File: config.mk
export PLATFORM = sky130hd
export DESIGN_NAME = inverter_logger_request_framer_top
export DESIGN_NICKNAME = d
export VERILOG_FILES = /design/src/rtl/core/ilrf_pkg.sv /design/src/rtl/core/ilrf_req_buf.sv /design/src/rtl/core/ilrf_serializer.sv /design/src/rtl/core/inverter_logger_request_framer_top.sv
export SDC_FILE = /design/constraint.sdc
export NUM_CORES = 1
export LEC_CHECK = 0
export BUFFER_PORTS_ARGS = -buffer_cell sky130_fd_sc_hd__clkbuf_2
export CAP_MARGIN = 20
export CORE_MARGIN = 8
export CORE_UTILIZATION = 30
export CTS_BUF_LIST = sky130_fd_sc_hd__clkbuf_8 sky130_fd_sc_hd__clkbuf_16
export DETAILED_ROUTE_END_ITERATION = 6
export SYNTH_ARGS = -nofsm -noshare
export SYNTH_HDL_FRONTEND = slang
export SYNTH_SLANG_ARGS = --single-unit
File: constraint.sdc
create_clock -name clk -period 7.6 [get_ports clk]
set_input_delay 0 -clock clk [delete_from_list [all_inputs] [get_ports clk]]
set_output_delay 0 -clock clk [all_outputs]
set_load 0.02 [all_outputs]
File: src/rtl/core/ilrf_pkg.sv
// Shared types, frame layout constants and the CRC-16 byte step for the
// logger request framer. No dependencies.
package ilrf_pkg;

    localparam int FRAME_LEN    = 36;
    localparam int IDX_W        = $clog2(FRAME_LEN);
    localparam int REQ_W        = 88;
    localparam int SERIAL_W     = 32;

    localparam logic [7:0]  SOM_BYTE     = 8'hA5;
    localparam logic [7:0]  EOM_BYTE     = 8'h15;
    localparam logic [7:0]  FRAME_KIND   = 8'h02;
    localparam logic [15:0] CTRL_CODE    = 16'h4510;
    localparam int          HEADER_EXTRA = 15;
    localparam int          RTU_LEN      = 8;
    localparam logic [15:0] FRAME_DLEN   = 16'(HEADER_EXTRA + RTU_LEN);
    localparam logic [15:0] CRC_INIT     = 16'hFFFF;
    localparam logic [15:0] CRC_POLY     = 16'hA001;

    // Byte positions within the frame
    localparam logic [IDX_W-1:0] IDX_SOM      = IDX_W'(0);
    localparam logic [IDX_W-1:0] IDX_LEN_LO   = IDX_W'(1);
    localparam logic [IDX_W-1:0] IDX_LEN_HI   = IDX_W'(2);
    localparam logic [IDX_W-1:0] IDX_CTRL_LO  = IDX_W'(3);
    localparam logic [IDX_W-1:0] IDX_CTRL_HI  = IDX_W'(4);
    localparam logic [IDX_W-1:0] IDX_RID_A    = IDX_W'(5);
    localparam logic [IDX_W-1:0] IDX_RID_B    = IDX_W'(6);
    localparam logic [IDX_W-1:0] IDX_SER_0    = IDX_W'(7);
    localparam logic [IDX_W-1:0] IDX_SER_1    = IDX_W'(8);
    localparam logic [IDX_W-1:0] IDX_SER_2    = IDX_W'(9);
    localparam logic [IDX_W-1:0] IDX_SER_3    = IDX_W'(10);
    localparam logic [IDX_W-1:0] IDX_KIND     = IDX_W'(11);
    localparam logic [IDX_W-1:0] IDX_TS_0     = IDX_W'(22);
    localparam logic [IDX_W-1:0] IDX_TS_1     = IDX_W'(23);
    localparam logic [IDX_W-1:0] IDX_TS_2     = IDX_W'(24);
    localparam logic [IDX_W-1:0] IDX_TS_3     = IDX_W'(25);
    localparam logic [IDX_W-1:0] IDX_SLAVE    = IDX_W'(26);
    localparam logic [IDX_W-1:0] IDX_FUNC     = IDX_W'(27);
    localparam logic [IDX_W-1:0] IDX_START_HI = IDX_W'(28);
    localparam logic [IDX_W-1:0] IDX_START_LO = IDX_W'(29);
    localparam logic [IDX_W-1:0] IDX_CNT_HI   = IDX_W'(30);
    localparam logic [IDX_W-1:0] IDX_CNT_LO   = IDX_W'(31);
    localparam logic [IDX_W-1:0] IDX_CRC_LO   = IDX_W'(32);
    localparam logic [IDX_W-1:0] IDX_CRC_HI   = IDX_W'(33);
    localparam logic [IDX_W-1:0] IDX_SUM      = IDX_W'(34);
    localparam logic [IDX_W-1:0] IDX_EOM      = IDX_W'(FRAME_LEN - 1);

    typedef struct packed {
        logic [31:0] timestamp;
        logic [15:0] end_register;
        logic [15:0] start_register;
        logic [7:0]  function_code;
        logic [7:0]  slave_id;
        logic [7:0]  request_id;
    } ilrf_req_t;

    // One byte of Modbus CRC-16, reflected polynomial
    function automatic logic [15:0] crc_byte(input logic [15:0] crc_in,
                                             input logic [7:0]  data);
        logic [15:0] c;
        c = crc_in ^ {8'h00, data};
        for (int b = 0; b < 8; b++) begin
            c = c[0] ? ((c >> 1) ^ CRC_POLY) : (c >> 1);
        end
        return c;
    endfunction

endpackage

File: src/rtl/core/ilrf_req_buf.sv
// Request holding register: takes one request beat off the input stream
// and keeps it until the serializer loads it. Depends on ilrf_pkg.
module ilrf_req_buf (
    input  logic                          clk,
    input  logic                          rst_n,
    input  logic                          s_axis_tvalid,
    output logic                          s_axis_tready,
    // request_id, slave_id, function_code, start_register, end_register, timestamp
    input  logic [ilrf_pkg::REQ_W-1:0]    s_axis_tdata,
    output logic                          req_valid,
    output ilrf_pkg::ilrf_req_t           req,
    input  logic                          req_take
);
    import ilrf_pkg::*;

    logic      valid_reg;
    logic      valid_next;
    ilrf_req_t req_reg;

    assign s_axis_tready = !valid_reg;
    assign req_valid     = valid_reg;
    assign req           = req_reg;

    always_comb
    begin
        valid_next = valid_reg;
        if (req_take)
        begin
            valid_next = 1'b0;
        end
        if (s_axis_tvalid && !valid_reg)
        begin
            valid_next = 1'b1;
        end
    end

    always_ff @(posedge clk or negedge rst_n)
    begin
        if (!rst_n)
        begin
            valid_reg <= 1'b0;
        end
        else
        begin
            valid_reg <= valid_next;
        end
    end

    always_ff @(posedge clk)
    begin
        if (s_axis_tvalid && !valid_reg)
        begin
            req_reg.request_id     <= s_axis_tdata[7:0];
            req_reg.slave_id       <= s_axis_tdata[15:8];
            req_reg.function_code  <= s_axis_tdata[23:16];
            req_reg.start_register <= s_axis_tdata[39:24];
            req_reg.end_register   <= s_axis_tdata[55:40];
            req_reg.timestamp      <= s_axis_tdata[87:56];
        end
    end

endmodule

File: src/rtl/core/ilrf_serializer.sv
// Frame serializer: walks the 36 frame bytes of one request, folds the
// CRC and checksum in as bytes go out, and drives the output register.
// Depends on ilrf_pkg.
module ilrf_serializer (
    input  logic                             clk,
    input  logic                             rst_n,
    input  logic                             req_valid,
    input  ilrf_pkg::ilrf_req_t              req,
    output logic                             req_take,
    input  logic [ilrf_pkg::SERIAL_W-1:0]    serial,
    output logic                             m_axis_tvalid,
    input  logic                             m_axis_tready,
    // frame_byte
    output logic [7:0]                       m_axis_tdata,
    output logic                             m_axis_tlast
);
    import ilrf_pkg::*;

    logic             busy_reg,      busy_next;
    logic [IDX_W-1:0] idx_reg,       idx_next;
    logic             out_valid_reg, out_valid_next;
    logic [7:0]       out_byte_reg;
    logic             out_last_reg;
    ilrf_req_t        req_reg;
    logic [15:0]      count_reg;
    logic [15:0]      crc_reg,       crc_next;
    logic [7:0]       sum_reg,       sum_next;

    logic             advance;
    logic             frame_done;
    logic             load;
    logic [7:0]       cur_byte;
    logic             in_rtu;
    logic             in_sum;

    assign advance    = busy_reg && (!out_valid_reg || m_axis_tready);
    assign frame_done = advance && (idx_reg == IDX_EOM);
    assign load       = req_valid && (!busy_reg || frame_done);
    assign req_take   = load;

    assign in_rtu = (idx_reg >= IDX_SLAVE) && (idx_reg <= IDX_CNT_LO);
    assign in_sum = (idx_reg >= IDX_LEN_LO) && (idx_reg <= IDX_CRC_HI);

    assign m_axis_tvalid = out_valid_reg;
    assign m_axis_tdata  = out_byte_reg;
    assign m_axis_tlast  = out_last_reg;

    always_comb
    begin
        case (idx_reg)
            IDX_SOM:      cur_byte = SOM_BYTE;
            IDX_LEN_LO:   cur_byte = FRAME_DLEN[7:0];
            IDX_LEN_HI:   cur_byte = FRAME_DLEN[15:8];
            IDX_CTRL_LO:  cur_byte = CTRL_CODE[7:0];
            IDX_CTRL_HI:  cur_byte = CTRL_CODE[15:8];
            IDX_RID_A:    cur_byte = req_reg.request_id;
            IDX_RID_B:    cur_byte = req_reg.request_id;
            IDX_SER_0:    cur_byte = serial[7:0];
            IDX_SER_1:    cur_byte = serial[15:8];
            IDX_SER_2:    cur_byte = serial[23:16];
            IDX_SER_3:    cur_byte = serial[31:24];
            IDX_KIND:     cur_byte = FRAME_KIND;
            IDX_TS_0:     cur_byte = req_reg.timestamp[7:0];
            IDX_TS_1:     cur_byte = req_reg.timestamp[15:8];
            IDX_TS_2:     cur_byte = req_reg.timestamp[23:16];
            IDX_TS_3:     cur_byte = req_reg.timestamp[31:24];
            IDX_SLAVE:    cur_byte = req_reg.slave_id;
            IDX_FUNC:     cur_byte = req_reg.function_code;
            IDX_START_HI: cur_byte = req_reg.start_register[15:8];
            IDX_START_LO: cur_byte = req_reg.start_register[7:0];
            IDX_CNT_HI:   cur_byte = count_reg[15:8];
            IDX_CNT_LO:   cur_byte = count_reg[7:0];
            IDX_CRC_LO:   cur_byte = crc_reg[7:0];
            IDX_CRC_HI:   cur_byte = crc_reg[15:8];
            IDX_SUM:      cur_byte = sum_reg;
            IDX_EOM:      cur_byte = EOM_BYTE;
            default:      cur_byte = 8'h00;   // zeroed sensor, delivery, power-on fields
        endcase
    end

    always_comb
    begin
        busy_next      = busy_reg;
        idx_next       = idx_reg;
        crc_next       = crc_reg;
        sum_next       = sum_reg;
        out_valid_next = out_valid_reg;

        if (m_axis_tready)
        begin
            out_valid_next = 1'b0;
        end
        if (advance)
        begin
            out_valid_next = 1'b1;
            idx_next       = idx_reg + IDX_W'(1);
            if (in_rtu)
            begin
                crc_next = crc_byte(crc_reg, cur_byte);
            end
            if (in_sum)
            begin
                sum_next = sum_reg + cur_byte;
            end
        end
        if (frame_done)
        begin
            busy_next = 1'b0;
        end
        // a new frame starts right after the end byte of the previous one
        if (load)
        begin
            busy_next = 1'b1;
            idx_next  = IDX_SOM;
            crc_next  = CRC_INIT;
            sum_next  = 8'h00;
        end
    end

    always_ff @(posedge clk or negedge rst_n)
    begin
        if (!rst_n)
        begin
            busy_reg      <= 1'b0;
            idx_reg       <= IDX_SOM;
            out_valid_reg <= 1'b0;
        end
        else
        begin
            busy_reg      <= busy_next;
            idx_reg       <= idx_next;
            out_valid_reg <= out_valid_next;
        end
    end

    always_ff @(posedge clk)
    begin
        crc_reg <= crc_next;
        sum_reg <= sum_next;
        if (advance)
        begin
            out_byte_reg <= cur_byte;
            out_last_reg <= frame_done;
        end
        if (load)
        begin
            req_reg   <= req;
            // register count wraps modulo 2^16
            count_reg <= req.end_register - req.start_register + 16'd1;
        end
    end

endmodule

File: src/rtl/core/inverter_logger_request_framer_top.sv
// Logger request framer top level: config register for the logger serial,
// request buffer and frame serializer. Depends on ilrf_pkg, ilrf_req_buf,
// ilrf_serializer.
//
// Usage:
//   s_axis carries one register-read request per beat (88-bit tdata).
//   m_axis returns the 36-byte logger frame, one byte per beat, with tlast
//   on the end byte. cfg writes the 32-bit logger serial; cfg_ready is
//   always high and a write takes effect on the next cycle.
// Timing:
//   From idle, a request passes the holding register, the serializer byte
//   counter and the output register before the first frame byte is valid.
//   Each frame occupies the 36-state byte counter of the serializer, so
//   one request is taken per frame; one request waits in the holding
//   register while the previous frame drains, and frames follow with no gap.
// Reset:
//   Clears the serial to zero and drops any held request or partial frame.
// Backpressure:
//   When m_axis_tready is low the current byte holds on the output and the
//   byte counter stops; s_axis_tready falls once the holding register is full.
module inverter_logger_request_framer_top (
    input  logic                          clk,
    input  logic                          rst_n,
    input  logic                          s_axis_tvalid,
    output logic                          s_axis_tready,
    // request_id, slave_id, function_code, start_register, end_register, timestamp
    input  logic [ilrf_pkg::REQ_W-1:0]    s_axis_tdata,
    output logic                          m_axis_tvalid,
    input  logic                          m_axis_tready,
    // frame_byte
    output logic [7:0]                    m_axis_tdata,
    // last_byte
    output logic                          m_axis_tlast,
    input  logic                          cfg_valid,
    output logic                          cfg_ready,
    input  logic [ilrf_pkg::SERIAL_W-1:0] cfg_data
);
    import ilrf_pkg::*;

    logic [SERIAL_W-1:0] serial_reg;
    logic                req_valid;
    ilrf_req_t           req;
    logic                req_take;

    assign cfg_ready = 1'b1;

    always_ff @(posedge clk or negedge rst_n)
    begin
        if (!rst_n)
        begin
            serial_reg <= '0;
        end
        else if (cfg_valid)
        begin
            serial_reg <= cfg_data;
        end
    end

    ilrf_req_buf u_req_buf (
        .clk           (clk),
        .rst_n         (rst_n),
        .s_axis_tvalid (s_axis_tvalid),
        .s_axis_tready (s_axis_tready),
        .s_axis_tdata  (s_axis_tdata),
        .req_valid     (req_valid),
        .req           (req),
        .req_take      (req_take)
    );

    ilrf_serializer u_serializer (
        .clk           (clk),
        .rst_n         (rst_n),
        .req_valid     (req_valid),
        .req           (req),
        .req_take      (req_take),
        .serial        (serial_reg),
        .m_axis_tvalid (m_axis_tvalid),
        .m_axis_tready (m_axis_tready),
        .m_axis_tdata  (m_axis_tdata),
        .m_axis_tlast  (m_axis_tlast)
    );

endmodule
==> results of run 1 <==
-- layer usage --
| layer | GRT usage, % | routed length, µm |
|---|---|---|
| met1 | 17.40 | 12650 |
| met2 | 22.37 | 13600 |
| met3 | 2.393 | 1396 |
| met4 | 4.371 | 915 |
| met5 | 0 | 0 |
-- how the worst max path moves through the flow --
stage	startpoint	endpoint	cells past startpoint
global placement	u_serializer.idx_reg[0]	u_serializer.sum_reg[7]	15
finish	u_serializer.idx_reg[0]	u_serializer.sum_reg[7]	15
global route	u_serializer.idx_reg[0]	u_serializer.sum_reg[7]	15
detailed placement	u_serializer.idx_reg[1]	u_serializer.sum_reg[7]	16
CTS	u_serializer.idx_reg[1]	u_serializer.sum_reg[7]	16
floorplan	u_req_buf.req_valid	u_req_buf.req[0]	1
-- cell families (layout without fill, tap and decap cells) --
kind of cell    Yosys count  after routing
buf+inv                  71            350
simple gates            161            161
mux                      41             41
xor+xnor                 43             43
flops                   250            250
compound gates          122            122
other cells               1              1
fa+ha+maj                43             43
-- Yosys cell counts (all sizes together) (8+ instances only) --
library cell and instances:
a21oi 23, a22oi 17, a32oi 24, and2 10, and3 17, buf 17
clkbuf 20, dfrtp 41, dfxtp 24, edfxtp 185, ha 41, inv 33
mux2 33, mux2i 8, nand2 32, nand3 19, nand4 12, nor2 30
o211ai 9, o21ai 13, xnor2 24, xor2 17
-- power by group through the flow --
stage	combinational (W)	clock, W	sequential (W)
2_1_floorplan	0.00138	0	0.00185
3_3_place_gp	0.00171	0	0.00190
3_5_place_dp	0.00174	0	0.00190
4_1_cts	0.00180	0.00133	0.00187
5_1_grt	0.00198	0.00138	0.00189
6_report	0.00180	0.00130	0.00187
-- per-stage QoR --
stage                     cell area (µm²)  cells
final                               13880   1472
after global routing                13880   1472
after CTS                           13880   1472
after detailed placement            11750   1297
after global placement              11750   1297
after floorplan                     10640    732
-- cell type report --
class | count | share of cell area, %
repair buffers | 264 | 14.06
well taps | 461 | 4.155
multi-input cells | 411 | 23.51
flip-flops and latches | 250 | 50.87
clock inverters | 22 | 1.235
clock buffers | 30 | 5.245
inverters | 34 | 0.9283
-- worst max-delay path, delay by kind of cell (launching register included) --
family,cells,cell delay [ps]
flip-flops,1,420
XOR/XNOR,1,90
AND/OR/NAND/NOR,3,1050
adder cells (fa/ha/maj),2,830
AO/OA/AOI/OAI,8,1710
buffers and inverters,1,110
-- timing repair --
action / CTS / global route
endpoints found under the setup margin: 0 / 0
endpoints found under the hold margin: 185 / 0
hold buffers: 123 / 0
==> metrics.csv, run 1 <==
metric;value;unit
status;finished, final reports clean;
clkTransAtPathRegs;60;ps
p_leak;5.471;nW
grt_max_degree;66;
p_sw_share;33.05;%
cts_tree;built;
hpwl;19670;µm
setup_slack;3300;ps
antenna_cells;0;
post_cts_resized;0;
initial_utilization;30.21;%
seq_power_share;37.7;%
synth_nets;900;
path_class;flip-flop to flip-flop;
slowest_delay;550;ps
synth_area;0.01064;mm²
drt_iter0_markers;537;
hold_viol;0;
tightest_slew;980.6;ps
grt_pass1_vias;7451;
firstDrtPassIters;6;
grt_use_total;13.40;%
clock_path_buffers;3;
synth_top_family_by_area;compound AO/OA/AOI/OAI gates;
hp-class;primary input to async pin;
antenna_found_initial;0;
wire_per_inst;19.40;µm
hold_slack;74.16;ps
synth_mux_area_share;4.244;%
cp-end-kind;flip-flop;
drcViolationCount;0;
async_flop_share;16.40;%
clkPwrFrac;26.1;%
setup_viol;0;
num_vias;6999;
period_needed;4300;ps
synth_top_area_cell;edfxtp_1;
avgSynthCellArea;14.54;µm²
synth-compound-area-share;8.735;%
fin_skew;13.58;ps
regArea;0.007062;mm²
cts_buffers;28;
rsz0062_at_grt;no;
cts-root-buf;clkbuf_16;
clk_latency;540;ps
power_density;358.0;mW/mm²
worstPathCellList;inv_1 > ha_1 > and2_0 > a221oi_1 > nand4_2 > ha_1 > a21o_1 > a21oi_1 > o21bai_1 > a21oi_1 > o21bai_1 > a21oi_1 > xor2_1 > or3_1 > a21oi_1;
place.gp.congestion;0.8975;
die-area;0.04176;mm²
regToRegStartpoint;u_serializer.idx_reg[0];
slew_viol_final;0;
nFillCells;3318;
cts.sinks;250;
slowest_stage;a221oi_1;
largest_register_ffs;88;
drv_cap;0;
fin_util;39.41;%
core;0.03522;mm²
rows;69;
power_frac_comb;36.2;%
die_h;204.4;µm
setup_tns;0;ps
p_int;0.003327;W
crit_top_cell;a21oi_1;
max_slew_margin;34.63;%
drive_gt1_share;23.34;%
cts.repair_timing.setup_buffer_count;0;
reg2reg_to;u_serializer.sum_reg[7];
synth_cells;732;
grt_pass1_wl;43350;µm
synth_edf_count;185;
cp.arrival;4760;ps
cp-start-kind;flip-flop;
crit_fanout;21;
max_freq;0.2326;GHz
synth.area.top_cells;edfxtp_1 (52%), dfrtp_1 (9.6%), ha_1 (4.8%);
total_power;0.004970;W
synth-seq-cells;250;
pre_cts_ws;3372;ps
io_buffers;135;
totalWireLength;28560;µm
synthSimpleGateAreaFrac;8.441;%
reg2reg_slack;3300;ps
post_drt_via_cell_ratio;4.755;
p_sw;0.001643;W
ys_seq_area_share;66.35;%
synth_top_cell_area_share;52.20;%
synth_top_flop_cell;edfxtp_1;
synth-xor-area-share;3.950;%
ant_nets;0;
overflow;0;
die_x;204.4;µm
synth.distinct_cells;72;
io_pins;137;
nets;1157;
synth-adder-area-share;5.196;%
fin_crit_sh;56.58;%
syn_to_final_growth;30.45;%
cts_max_level;1;
worstPathRequired;8060;ps
layout_commonest_cell;edfxtp_1;
multiInputGateArea;0.003264;mm²
ir_drop;0.2842;mV
yosysWarnings;0;
layout_common_cells;edfxtp_1 (185), clkbuf_2 (135), dlygate4sd3_1 (123);
r2r_cells;15;
(Power assumes the default switching activity.)
==> inputs of run 2 (changes only) <==
--- a/config.mk
+++ b/config.mk
@@ -5,6 +5,7 @@
 export SDC_FILE = /design/constraint.sdc
 export NUM_CORES = 1
 export LEC_CHECK = 0
+export ABC_AREA = 1
 export BUFFER_PORTS_ARGS = -buffer_cell sky130_fd_sc_hd__clkbuf_2
 export CAP_MARGIN = 20
 export CORE_MARGIN = 8
==> constraint.sdc (replaced) <==
create_clock -name clk -period 3.7 [get_ports clk]
set_input_delay 0 -clock clk [delete_from_list [all_inputs] [get_ports clk]]
set_output_delay 0 -clock clk [all_outputs]
set_load 0.02 [all_outputs]
==> metrics.csv, run 2 <==
metric;value;unit;change
r2r_cells;22;;+7
path_depth;22;;+7
synth_edf_count;185;;unchanged
synth-seq-cells;250;;unchanged
overflow;0;;unchanged
yosysWarnings;0;;unchanged
drv_cap;0;;unchanged
setup_viol;0;;unchanged
die_h;210.1;µm;+2.8%
ir_drop;0.4022;mV;+42%
drcViolationCount;0;;unchanged
synth_nets;1157;;+29%
max_slew_margin;36.06;%;+1.4 points
worstPathCellList;nor2_4 > inv_6 > nor2_4 > nand2_1 > nand2_1 > nor2_1 > nand2_1 > nor2_4 > nand2_2 > ha_1 > a21oi_1 > nand2_1 > a21oi_1 > inv_1 > a21oi_2 > nor2_1 > nor2_1 > nor2_1 > o21ai_0 > nand3b_1 > o21ai_0 > a21oi_1;;
cts.sinks;250;;unchanged
io_pins;137;;unchanged
path_class;flip-flop to flip-flop;;
p_leak;6.265;nW;+15%
stdcell_count;1818;;+24%
synth_common_cells;nand2_1 (204), edfxtp_1 (185), inv_1 (76), nand3_1 (68), nor2_1 (51);;
crit_fanout;18;;-14%
synth.distinct_cells;45;;-38%
worstPathRequired;4130;ps;-3930 ps
totalWireLength;31360;µm;+9.8%
synth.area.top_cells;edfxtp_1 (49%), dfrtp_1 (9.1%), nand2_1 (6.8%);;
period_needed;3413;ps;-887.1 ps
placed_cells;1645;;+27%
antenna_cells;0;;unchanged
synth_top_flop_cell;edfxtp_1;;
regArea;0.007064;mm²;about the same
hp-class;primary input to async pin;;
num_vias;8253;;+18%
nets;1454;;+26%
largest_register_ffs;88;;unchanged
top_layer;met4;;
setup_tns;0;ps;unchanged
wl_met2;15320;µm;+13%
power_density;628.3;mW/mm²;+76%
ys_seq_area_share;62.45;%;-3.9 points
grt_max_degree;97;;+47%
rows;71;;+2.9%
synth_area;0.01131;mm²;+6.2%
die-area;0.04416;mm²;+5.7%
cp-start-kind;flip-flop;;
core;0.03740;mm²;+6.2%
cts-root-buf;clkbuf_16;;
synth_cells;989;;+35%
path_buf_inv;2;;+1
fin_skew;20.12;ps;+6.541 ps
cts.repair_timing.setup_buffer_count;0;;unchanged
max_freq;0.2930;GHz;+26%
drive_gt1_share;24.94;%;+1.6 points
startpoint;u_serializer.idx_reg[5];;
cts_tree;built;;
clock_path_buffers;3;;unchanged
place.gp.congestion;0.8999;;+0.27%
wl_met1;13450;µm;+6.3%
hpwl;22790;µm;+16%
tightest_slew;959.1;ps;-21.44 ps
cts_max_level;1;;unchanged
placed_area;0.01276;mm²;+8.6%
regToRegStartpoint;u_serializer.idx_reg[5];;
grt_pass1_wl;48360;µm;+12%
layout_common_cells;nand2_1 (204), edfxtp_1 (185), clkbuf_2 (135);;
wire_per_inst;17.25;µm;-11%
wl_met3;1798;µm;+29%
clkTransAtPathRegs;60;ps;about the same
initial_utilization;30.23;%;about the same
slowest_stage;dfrtp_1;;
synth_top_area_cell;edfxtp_1;;
io_buffers;135;;unchanged
clk_latency;550;ps;about the same
slowest_delay;500;ps;-50 ps
cts_buffers;27;;-3.6%
nFillCells;3544;;+6.8%
async_flop_share;16.40;%;unchanged
avgSynthCellArea;11.43;µm²;-21%
crit_family;simple AND/OR/NAND/NOR gates;;
cp-end-kind;flip-flop;;
grt_use_total;14.03;%;+0.63 points
slew_viol_final;0;;unchanged
multiInputGateArea;0.003822;mm²;+17%
rsz0062_at_grt;no;;
grt_pass1_vias;8483;;+14%
hold_viol;0;;unchanged
yosysMostFrequentCell;nand2_1;;
fin_util;40.18;%;+0.76 points
ant_nets;0;;unchanged
fin_crit_sh;92.24;%;+36 points
firstDrtPassIters;5;;-1
drt_iter0_markers;526;;-2.0%
stdcell_area;0.01503;mm²;+8.2%
cp.arrival;3840;ps;-920 ps
syn_to_final_growth;32.89;%;
antenna_found_initial;0;;unchanged
post_drt_via_cell_ratio;4.540;;-4.5%
die_x;210.1;µm;+2.8%
synth_top_cell_area_share;49.13;%;-3.1 points
status;finished, final reports clean;;
layout_commonest_cell;nand2_1;;
run 2: cell count changes in the layout (fill, tap and decap cells not counted), sizes merged, moves of 13 or more:
cell,previous run,this run
a22oi,17,0
xnor2,24,11
and3,17,0
buf,6,32
nand2,32,233
nand4,12,40
nor2,30,83
a32oi,24,0
o21ai,13,46
inv,41,88
nand3,19,80
run 2: layer usage:
metal	vias to the layer above	GRT usage, %
met5	-	0
met4	0	4.083
met3	48	2.213
met2	248	23.95
met1	3912	18.19
li1	4045	-
run 2: power by group:
group | internal [W] | switching [W]
Sequential | 0.00328 | 0.000232
Clock | 0.00184 | 0.00115
Combinational | 0.00109 | 0.00185
run 2: metrics by stage:
stage	setup slack (ps)	hold slack [ps]	power, W
floorplan	370.2	-295.6	0.005515
global route	1.441	148.2	0.009971
global placement	191.8	125.5	0.006295
detailed placement	82.04	125.7	0.006354
CTS	44.40	76.77	0.009471
finish	287.2	127.1	0.009441
run 2: worst reg2reg max path, cell delays in order, from the launching register on:
cell and delay, ps:
dfrtp_1 500, nor2_4 470, inv_6 120, nor2_4 200
nand2_1 80, nand2_1 70, nor2_1 60, nand2_1 150
nor2_4 70, nand2_2 60, ha_1 250, a21oi_1 150
nand2_1 90, a21oi_1 140, inv_1 60, a21oi_2 160
nor2_1 50, nor2_1 80, nor2_1 60, o21ai_0 150
nand3b_1 110, o21ai_0 170, a21oi_1 50
run 2: area by class of cell:
type | count | area share [%]
Multi-Input combinational cell | 632 | 25.44
Timing Repair Buffer | 290 | 14.46
Clock buffer | 27 | 4.497
Sequential cell | 250 | 47.01
Tap cell | 511 | 4.255
Inverter | 85 | 2.173
Clock inverter | 23 | 2.165
run 2: what timing repair did:
| item | CTS | global route |
|---|---|---|
| hold endpoints to repair | 182 | 0 |
| hold buffers | 123 | 0 |
| resized for setup | 0 | 11 |
| endpoints found under the setup margin | 0 | 2 |
run 2: path summary, 6_finish.rpt:
| path | slack (ps) | to |
|---|---|---|
| max | 290 | u_serializer.sum_reg[7] |
| min | 130 | serial_reg[16] |
| max reg2reg | 290 | u_serializer.sum_reg[7] |
| min reg2reg | 420 | u_serializer.req_reg[86] |
| max in group asynchronous | 3130 | u_serializer.idx_reg[3] |
| min in group clk | 160 | u_req_buf.req[62] |
run 2: logic make-up after synthesis:
| kind of cell | count (synthesis) | share of synthesized area (%) |
|---|---|---|
| and+or+nand+nor | 445 | 19.76 |
| xor gates and xnor gates | 20 | 1.549 |
| DFF | 250 | 62.45 |
| other | 1 | 0.03317 |
| adders and majority gates | 43 | 4.891 |
| muxes | 24 | 2.390 |
| AOI/OAI and AO/OA | 99 | 4.836 |
| buffers and inverters | 107 | 4.083 |
==> inputs of run 3 (changes only) <==
--- a/config.mk
+++ b/config.mk
@@ -9,9 +9,10 @@
 export BUFFER_PORTS_ARGS = -buffer_cell sky130_fd_sc_hd__clkbuf_2
 export CAP_MARGIN = 20
 export CORE_MARGIN = 8
-export CORE_UTILIZATION = 30
+export CORE_UTILIZATION = 49
 export CTS_BUF_LIST = sky130_fd_sc_hd__clkbuf_8 sky130_fd_sc_hd__clkbuf_16
 export DETAILED_ROUTE_END_ITERATION = 6
+export PLACE_DENSITY = 0.72
 export SYNTH_ARGS = -nofsm -noshare
 export SYNTH_HDL_FRONTEND = slang
 export SYNTH_SLANG_ARGS = --single-unit
==> metrics.csv, run 3 (synthesis results as in run 2) <==
metric;value;unit;change
grt_pass1_vias;8642;;+1.9%
firstDrtPassIters;6;;+1
max_slew_margin;40.15;%;+4.1 points
hold_slack;175.1;ps;+48.03 ps
ir_drop;0.3847;mV;-4.4%
hpwl;20430;µm;-10%
power_frac_comb;30.9;%;-0.2 points
slowest_delay;410;ps;-90 ps
rsz0062_at_grt;yes;;
clkTransAtPathRegs;60;ps;about the same
post_drt_via_cell_ratio;5.268;;+16%
slew_viol_final;0;;unchanged
crit_top_cell;nand2_1;;
ant_nets;0;;unchanged
drv_cap;0;;unchanged
syn_to_final_growth;29.19;%;
initial_utilization;49.94;%;+20 points
drcViolationCount;0;;unchanged
grt_use_total;21.33;%;+7.3 points
crit_family;adder cells;;
setup_tns;0;ps;unchanged
tightest_slew;895.6;ps;-63.52 ps
p_sw_share;34.51;%;+0.35 points
slowest_stage;dfrtp_1;;
status;finished, final reports clean;;
wire_per_inst;19.11;µm;+11%
cts_buffers;26;;-3.7%
cts.sinks;250;;unchanged
nets;1441;;-0.89%
place.gp.congestion;0.9279;;+3.1%
placed_cells;1405;;-15%
cp.arrival;3800;ps;-40 ps
antenna_cells;0;;unchanged
fin_skew;10.78;ps;-9.338 ps
cp-start-kind;flip-flop;;
layout_common_cells;nand2_1 (203), edfxtp_1 (185), clkbuf_2 (135);;
max_freq;0.2954;GHz;+0.80%
core;0.02264;mm²;-39%
drive_gt1_share;24.13;%;-0.81 points
hp-class;primary input to flip-flop;;
seq_power_share;38.9;%;+1.7 points
period_needed;3386;ps;-27.10 ps
clkPwrFrac;30.1;%;-1.5 points
io_pins;137;;unchanged
cts-root-buf;clkbuf_16;;
crit_fanout;5;;-13
overflow;0;;unchanged
grt_max_degree;97;;unchanged
antenna_found_initial;0;;unchanged
layout_commonest_cell;nand2_1;;
path_buf_inv;4;;+2
rows;55;;-23%
stdcell_count;1578;;-13%
largest_register_ffs;88;;unchanged
p_leak;6.168;nW;-1.5%
clock_path_buffers;3;;unchanged
cp-end-kind;flip-flop;;
grt_pass1_wl;47150;µm;-2.5%
power_density;620.8;mW/mm²;-1.2%
totalWireLength;30160;µm;-3.8%
die_h;167.9;µm;-20%
num_vias;8313;;+0.73%
cts_max_level;1;;unchanged
die_x;167.9;µm;-20%
setup_viol;0;;unchanged
die-area;0.02819;mm²;-36%
worstPathRequired;4110;ps;-20 ps
fin_crit_sh;91.51;%;-0.73 points
path_class;flip-flop to flip-flop;;
worstPathCellList;inv_1 > ha_2 > nand3_4 > nor2_2 > buf_4 > nand2_1 > nand2_1 > nor2_1 > nand2_1 > inv_2 > nand2_4 > ha_1 > inv_1 > fa_1 > o21ai_0 > a21oi_1 > o21bai_1 > xor2_1 > a21oi_1;;
p_int;0.005939;W;-4.4%
p_sw;0.003130;W;-3.0%
io_buffers;135;;unchanged
hold_viol;0;;unchanged
drt_iter0_markers;748;;+42%
clk_latency;540;ps;about the same
cts_tree;built;;
## run 3: area by class of cell
class                      instances  area (µm²)
clock buffer                      28       689.4
tap                              285       356.6
inverter                          85       326.6
multi-input combinational        632        3847
clock inverter                    20       222.7
fill                            1710        8033
timing repair buffer             278        2101
sequential                       250        7064
## run 3: power groups by stage
stage / clock network (W) / registers [W] / logic (W)
4_1_cts: 0.00275 / 0.00352 / 0.00272
6_report: 0.00273 / 0.00353 / 0.00281
3_3_place_gp: 0 / 0.00357 / 0.00253
2_1_floorplan: 0 / 0.00350 / 0.00201
5_1_grt: 0.00289 / 0.00355 / 0.00309
3_5_place_dp: 0 / 0.00357 / 0.00260
## run 3: routing by layer
metal  global-route usage, %  share of wire [%]  vias up
li1                        -                  -     4015
met1                   26.03                 41     3993
met2                   37.95                 51      246
met3                   3.531                5.2       59
met4                   6.832                3.0        0
met5                       0                  0        -
## run 3: metrics by stage
step	worst slack [ps]	power [W]	utilization, %	area, µm²
2_1_floorplan	370.2	0.005515	-	11310
3_3_place_gp	165.8	0.006100	54.67	12380
3_5_place_dp	104.2	0.006171	54.67	12380
4_1_cts	75.31	0.008985	64.13	14520
5_1_grt	-11.38	0.009535	64.52	14610
6_report	314.3	0.009068	64.52	14610
## run 3: path summary, 6_finish.rpt
path,startpoint,to,slack [ps],cells past startpoint
worst max register to register,u_serializer.idx_reg[0],u_serializer.sum_reg[6],310,19
worst min register to register,u_req_buf.req[10],u_serializer.req_reg[10],420,0
worst max-delay path,u_serializer.idx_reg[0],u_serializer.sum_reg[6],310,19
max in group asynchronous,rst_n,u_serializer.busy_reg,2810,4
worst min-delay path,s_axis_tdata[28],u_req_buf.req[28],180,2
min in group asynchronous,rst_n,serial_reg[12],410,3
## run 3: timing repair
| action | CTS | global route |
|---|---|---|
| hold buffers | 123 | 1 |
| setup endpoints to repair | 0 | 2 |
| hold endpoints to repair | 163 | 6 |
| buffers inserted | 0 | 0 |
| gates resized for setup | 0 | 16 |
## run 3: worst register-to-register path, delay by kind of cell, from the launching register on
family	cells	cell delay, ps
AND/OR/NAND/NOR	7	710
adder cells (fa/ha/maj)	3	860
flip-flops	1	410
buffers and inverters	4	460
XOR/XNOR	1	150
AO/OA/AOI/OAI	4	670
